--- src/design/lzc_pkg.sv ---
// Shared constants and controller/datapath interface types for the LZ77 window compressor.
`default_nettype none
package lzc_pkg;

	localparam int RING_AW   = 11;
	localparam int RING_DEPTH = 1 << RING_AW;
	localparam int WIN_AW    = 10;
	localparam int LEN_W     = 7;
	localparam int FILL_W    = 5;
	localparam int GRP_DEPTH = 16;

	localparam logic [WIN_AW-1:0]  WIN_LEN   = 10'd1023;
	localparam logic [LEN_W-1:0]   MAX_MATCH = 7'd66;
	localparam logic [LEN_W-1:0]   MIN_MATCH = 7'd3;
	// Location bias: one past the start, less the lookahead length, modulo the window.
	localparam logic [WIN_AW-1:0]  LOC_BIAS  = 10'd959;
	// Adding this moves a ring address back by one window length.
	localparam logic [RING_AW-1:0] WIN_BACK  = 11'd1025;

	typedef struct packed {
		logic wr;
		logic set_ended;
		logic srch_init;
		logic rd;
		logic eval;
		logic fin;
		logic emit;
		logic emit_final;
		logic empty;
		logic push;
		logic clear;
	} lzc_cmd_t;

	typedef struct packed {
		logic la_full_next;
		logic la_zero;
		logic ended;
		logic srch_end;
		logic grp_full;
		logic grp_zero;
		logic emit_last;
		logic out_free;
	} lzc_status_t;

endpackage
`default_nettype wire

--- src/design/lzc_ctrl.sv ---
// Controller state machine sequencing input beats, the window search, and output groups.
`default_nettype none
module lzc_ctrl (
	input  wire logic                 clk,
	input  wire logic                 arst_n,
	input  wire logic                 in_valid,
	input  wire logic                 in_end,
	output logic                      in_ready,
	input  wire lzc_pkg::lzc_status_t st,
	output lzc_pkg::lzc_cmd_t         cmd
);

	typedef enum logic [8:0] {
		ST_IDLE   = 9'b000000001,
		ST_RD     = 9'b000000010,
		ST_EV     = 9'b000000100,
		ST_DECIDE = 9'b000001000,
		ST_EMIT   = 9'b000010000,
		ST_EMITF  = 9'b000100000,
		ST_EMPTY  = 9'b001000000,
		ST_PUSH   = 9'b010000000,
		ST_CLEAR  = 9'b100000000
	} state_t;

	state_t state_q, state_d;

	always_ff @(posedge clk or negedge arst_n) begin
		if (!arst_n) begin
			state_q <= ST_IDLE;
		end else begin
			state_q <= state_d;
		end
	end

	always_comb begin
		cmd      = '0;
		in_ready = 1'b0;
		state_d  = state_q;
		unique case (state_q)
			ST_IDLE: begin
				in_ready = 1'b1;
				if (in_valid) begin
					if (!in_end) begin
						if (!st.ended) begin
							cmd.wr = 1'b1;
							if (st.la_full_next) begin
								cmd.srch_init = 1'b1;
								state_d       = ST_RD;
							end
						end
					end else begin
						cmd.set_ended = 1'b1;
						if (!st.la_zero) begin
							cmd.srch_init = 1'b1;
							state_d       = ST_RD;
						end else if (st.grp_zero) begin
							state_d = ST_EMPTY;
						end else begin
							state_d = ST_EMITF;
						end
					end
				end
			end
			ST_RD: begin
				if (st.srch_end) begin
					cmd.fin = 1'b1;
					state_d = ST_DECIDE;
				end else begin
					cmd.rd  = 1'b1;
					state_d = ST_EV;
				end
			end
			ST_EV: begin
				cmd.eval = 1'b1;
				state_d  = ST_RD;
			end
			ST_DECIDE: begin
				state_d = st.grp_full ? ST_EMIT : ST_PUSH;
			end
			ST_EMIT: begin
				if (st.out_free) begin
					cmd.emit = 1'b1;
					if (st.emit_last) begin
						state_d = ST_PUSH;
					end
				end
			end
			ST_EMITF: begin
				if (st.out_free) begin
					cmd.emit       = 1'b1;
					cmd.emit_final = 1'b1;
					if (st.emit_last) begin
						state_d = ST_CLEAR;
					end
				end
			end
			ST_EMPTY: begin
				if (st.out_free) begin
					cmd.empty = 1'b1;
					state_d   = ST_CLEAR;
				end
			end
			ST_PUSH: begin
				cmd.push = 1'b1;
				state_d  = ST_IDLE;
			end
			ST_CLEAR: begin
				cmd.clear = 1'b1;
				state_d   = ST_IDLE;
			end
			default: begin
				state_d = ST_IDLE;
			end
		endcase
	end

endmodule
`default_nettype wire

--- config.mk ---
export PLATFORM = sky130hd
export DESIGN_NAME = lzc_ctrl
export DESIGN_NICKNAME = d
export VERILOG_FILES = /design/src/design/lzc_pkg.sv /design/src/design/lzc_ctrl.sv
export SDC_FILE = /design/constraint.sdc
export NUM_CORES = 1
export LEC_CHECK = 0
export ABC_AREA = 1
export BUFFER_PORTS_ARGS = -buffer_cell sky130_fd_sc_hd__buf_2
export CORE_MARGIN = 8
export CORE_UTILIZATION = 40
export DETAILED_ROUTE_END_ITERATION = 7
export PLACE_DENSITY = 0.68
export SLEW_MARGIN = 5
export SYNTH_ARGS = -nofsm -noshare
export SYNTH_HDL_FRONTEND = slang
export SYNTH_SLANG_ARGS = --single-unit
--- constraint.sdc ---
create_clock -name clk -period 1.3 [get_ports clk]
set_input_delay 0.325 -clock clk [delete_from_list [all_inputs] [get_ports clk]]
set_output_delay 0.325 -clock clk [all_outputs]
set_load 0.01 [all_outputs]
==> flow_summary.ini <==
[placement]
dpl-instance-area_um2 = 1100
dp_hpwl_um = 1730
numPortBuffers = 23
gp_congestion = 0.753

[die]
die-area_um2 = 3530
coreArea_um2 = 1750
die_x_um = 59.4
fp-row-count = 15
start_util = 0.432
io_pins = 24
fp.dieH_um = 59.4

[synthesis]
netlist_area_um2 = 754
synth-compound-area-share = 0.0647
synth_warnings = 0
syn_area_per_cell_um2 = 6.80
synthSimpleGateAreaFrac = 0.529
synth_top_family_by_area = simple AND/OR/NAND/NOR gates
synthMuxAreaShare = 0
syn_nets = 123
synth-seq-cells = 9
synthAdderAreaFrac = 0
synth_xor_area_frac = 0
yosysSeqAreaShare = 0.300
yosysUniqueCellTypes = 20
synth_cells = 111

[setup_path]
path_buf_inv = 2
cp_common_cell = nand2_4
arrival_ns = 1.46
crit_family = simple AND/OR/NAND/NOR gates
start_kind = register
r2r_start = state_q[4]
cp-end-kind = output pin
critical_path_class = register to output pin
critical_path_required_ns = 0.98
critical_path.max_stage_delay_ns = 0.41
path_cells = nor2_4 -> nand2_4 -> nor2_4 -> nand2_4 -> clkinv_4 -> nand2_4 -> nor2_2 -> buf_2
worstPathMaxFanout = 5
cp_slowest_cell = dfrtp_1
crit_start = state_q[4]

[pwr]
vdd_ir_drop_max_mv = 1.53
p_int_w = 0.00145
switchingPower_w = 0.00127
p_per_area_nw_per_um2 = 1890
total_power_w = 0.00272
p_leak_nw = 0.741
comb_power_share = 0.763
p_sw_frac = 0.468
power_frac_clock = 0.083
seqPwrFrac = 0.154

[route]
drc = 0
dr.pass1.iters = 4
wirelength_um = 2880
drt_iter0_drc = 17
ant_nets = 0
viasPerCell = 4.94
vias = 992
drt-wirelength-per-cell_um = 14.3

[grt]
antenna_found_initial = 0
grt_pass1_vias = 978
grt_use_total = 0.143
grt_pass1_wl_um = 3940
overflow = 0
grt_start_max_net_pins = 10

[status]
status = complete, but fails checks
violations = setup timing

[sta]
maxSlewHeadroom = 0.835
fin_skew_ns = 0.00859
finalHoldViolations = 0
fin_crit_ns = 1.78
report.final.slew_viol_count = 0
worst_pin_slew_ns = 0.246
setup_ws_ns = -0.483
setup_viol = 19
fmaxAchievable_mhz = 561
rsz0062_at_grt = true
fin_crit_sh = 1.37
hold_ws_ns = 0.263

[cells_and_area]
seq_area_um2 = 228
reg_top3 = state_q (9)
final_cell_mix = buf_4, buf_2, nand2_1, nor2_4, inv_1
multi_input_area_um2 = 639
largest_register = state_q
layout-drive-gt1-share = 0.710
fillers = 112
antenna_cells = 0
synthToLayoutAreaGrowth_pct = 90.7
largest_reg_flops = 9
layout_commonest_cell = buf_4
fin_nets = 189
stdcell_area_um2 = 1440

[clock_network]
cts_max_path_buffers = 2
cts.sink_count = 9
h-tree-depth = 1
worstSkewPairLatency_ns = 0.27
cts_root_buf = clkbuf_4
cts_buffers = 3
clkTransAtPathRegs_ns = 0.07
cts_tree = done

[hold_path]
min_from = st[4]
hold_class = input pin to register

[job]
cap_violations = 0
## metal layers
metal	share of wire	track usage
met1	0.40	0.158
met2	0.52	0.256
met3	0.035	0.0195
met4	0.042	0.0785
met5	0	0
## power groups by stage
stage / registers [W] / logic [W] / clock network [W]
after floorplan: 0.000417 / 0.000802 / 0
after detailed placement: 0.000420 / 0.00134 / 0
after global routing: 0.000423 / 0.00220 / 0.000243
after CTS: 0.000410 / 0.00176 / 0.000229
after global placement: 0.000416 / 0.00130 / 0
final: 0.000418 / 0.00207 / 0.000225
## stage by stage
stage | utilization | worst slack, ns | setup TNS (ns) | instances
floorplan | - | -0.136 | -0.323 | 111
global placement | 0.633 | -0.157 | -0.991 | 182
detailed placement | 0.633 | -0.197 | -1.47 | 182
CTS | 0.754 | -0.449 | -5.42 | 196
global route | 0.824 | -0.557 | -7.45 | 201
finish | 0.824 | -0.483 | -6.23 | 201
## logic make-up after synthesis
| kind of cell | after synthesis |
|---|---|
| flip-flops | 9 |
| AND/OR/NAND/NOR | 72 |
| AO/OA/AOI/OAI | 9 |
| buffers and inverters | 21 |
## final timing paths
path                                   end  slack, ns  cells past startpoint
worst max-delay path                cmd[8]      -0.48                      8
worst min-delay path            state_q[2]       0.26                      2
worst max register to register  state_q[0]      -0.26                     12
worst min register to register  state_q[2]       0.76                      5
max in group asynchronous       state_q[0]       0.59                      2
min in group asynchronous       state_q[1]       0.46                      2
## layout make-up
type / instances / share of cell area
multi-input cells: 81 / 0.444
repair buffers: 61 / 0.297
flip-flops and latches: 9 / 0.158
inverters: 21 / 0.0600
clock buffers: 4 / 0.0183
well taps: 25 / 0.0217
## cells in the mapped netlist (all sizes together)
cell	instances	area, um^2
o21ai	5	28.8
inv	20	75.1
nand3	9	80.1
dfrtp	8	200
nor2	29	159
nor3	4	20.0
nand3b	1	7.51
dfstp	1	26.3
nand2	28	120
nand4	1	12.5
clkinv	1	5.00
a21oi	4	20.0
## repair_timing
action / in CTS / in global routing
buffers inserted: 9 / 6
setup endpoints to repair: 19 / 21
hold buffers: 1 / 0
resized for setup: 32 / 21
pin swaps: 20 / 15
hold endpoints to repair: 8 / 0
No activity file was read; power rests on OpenSTA's default activity.
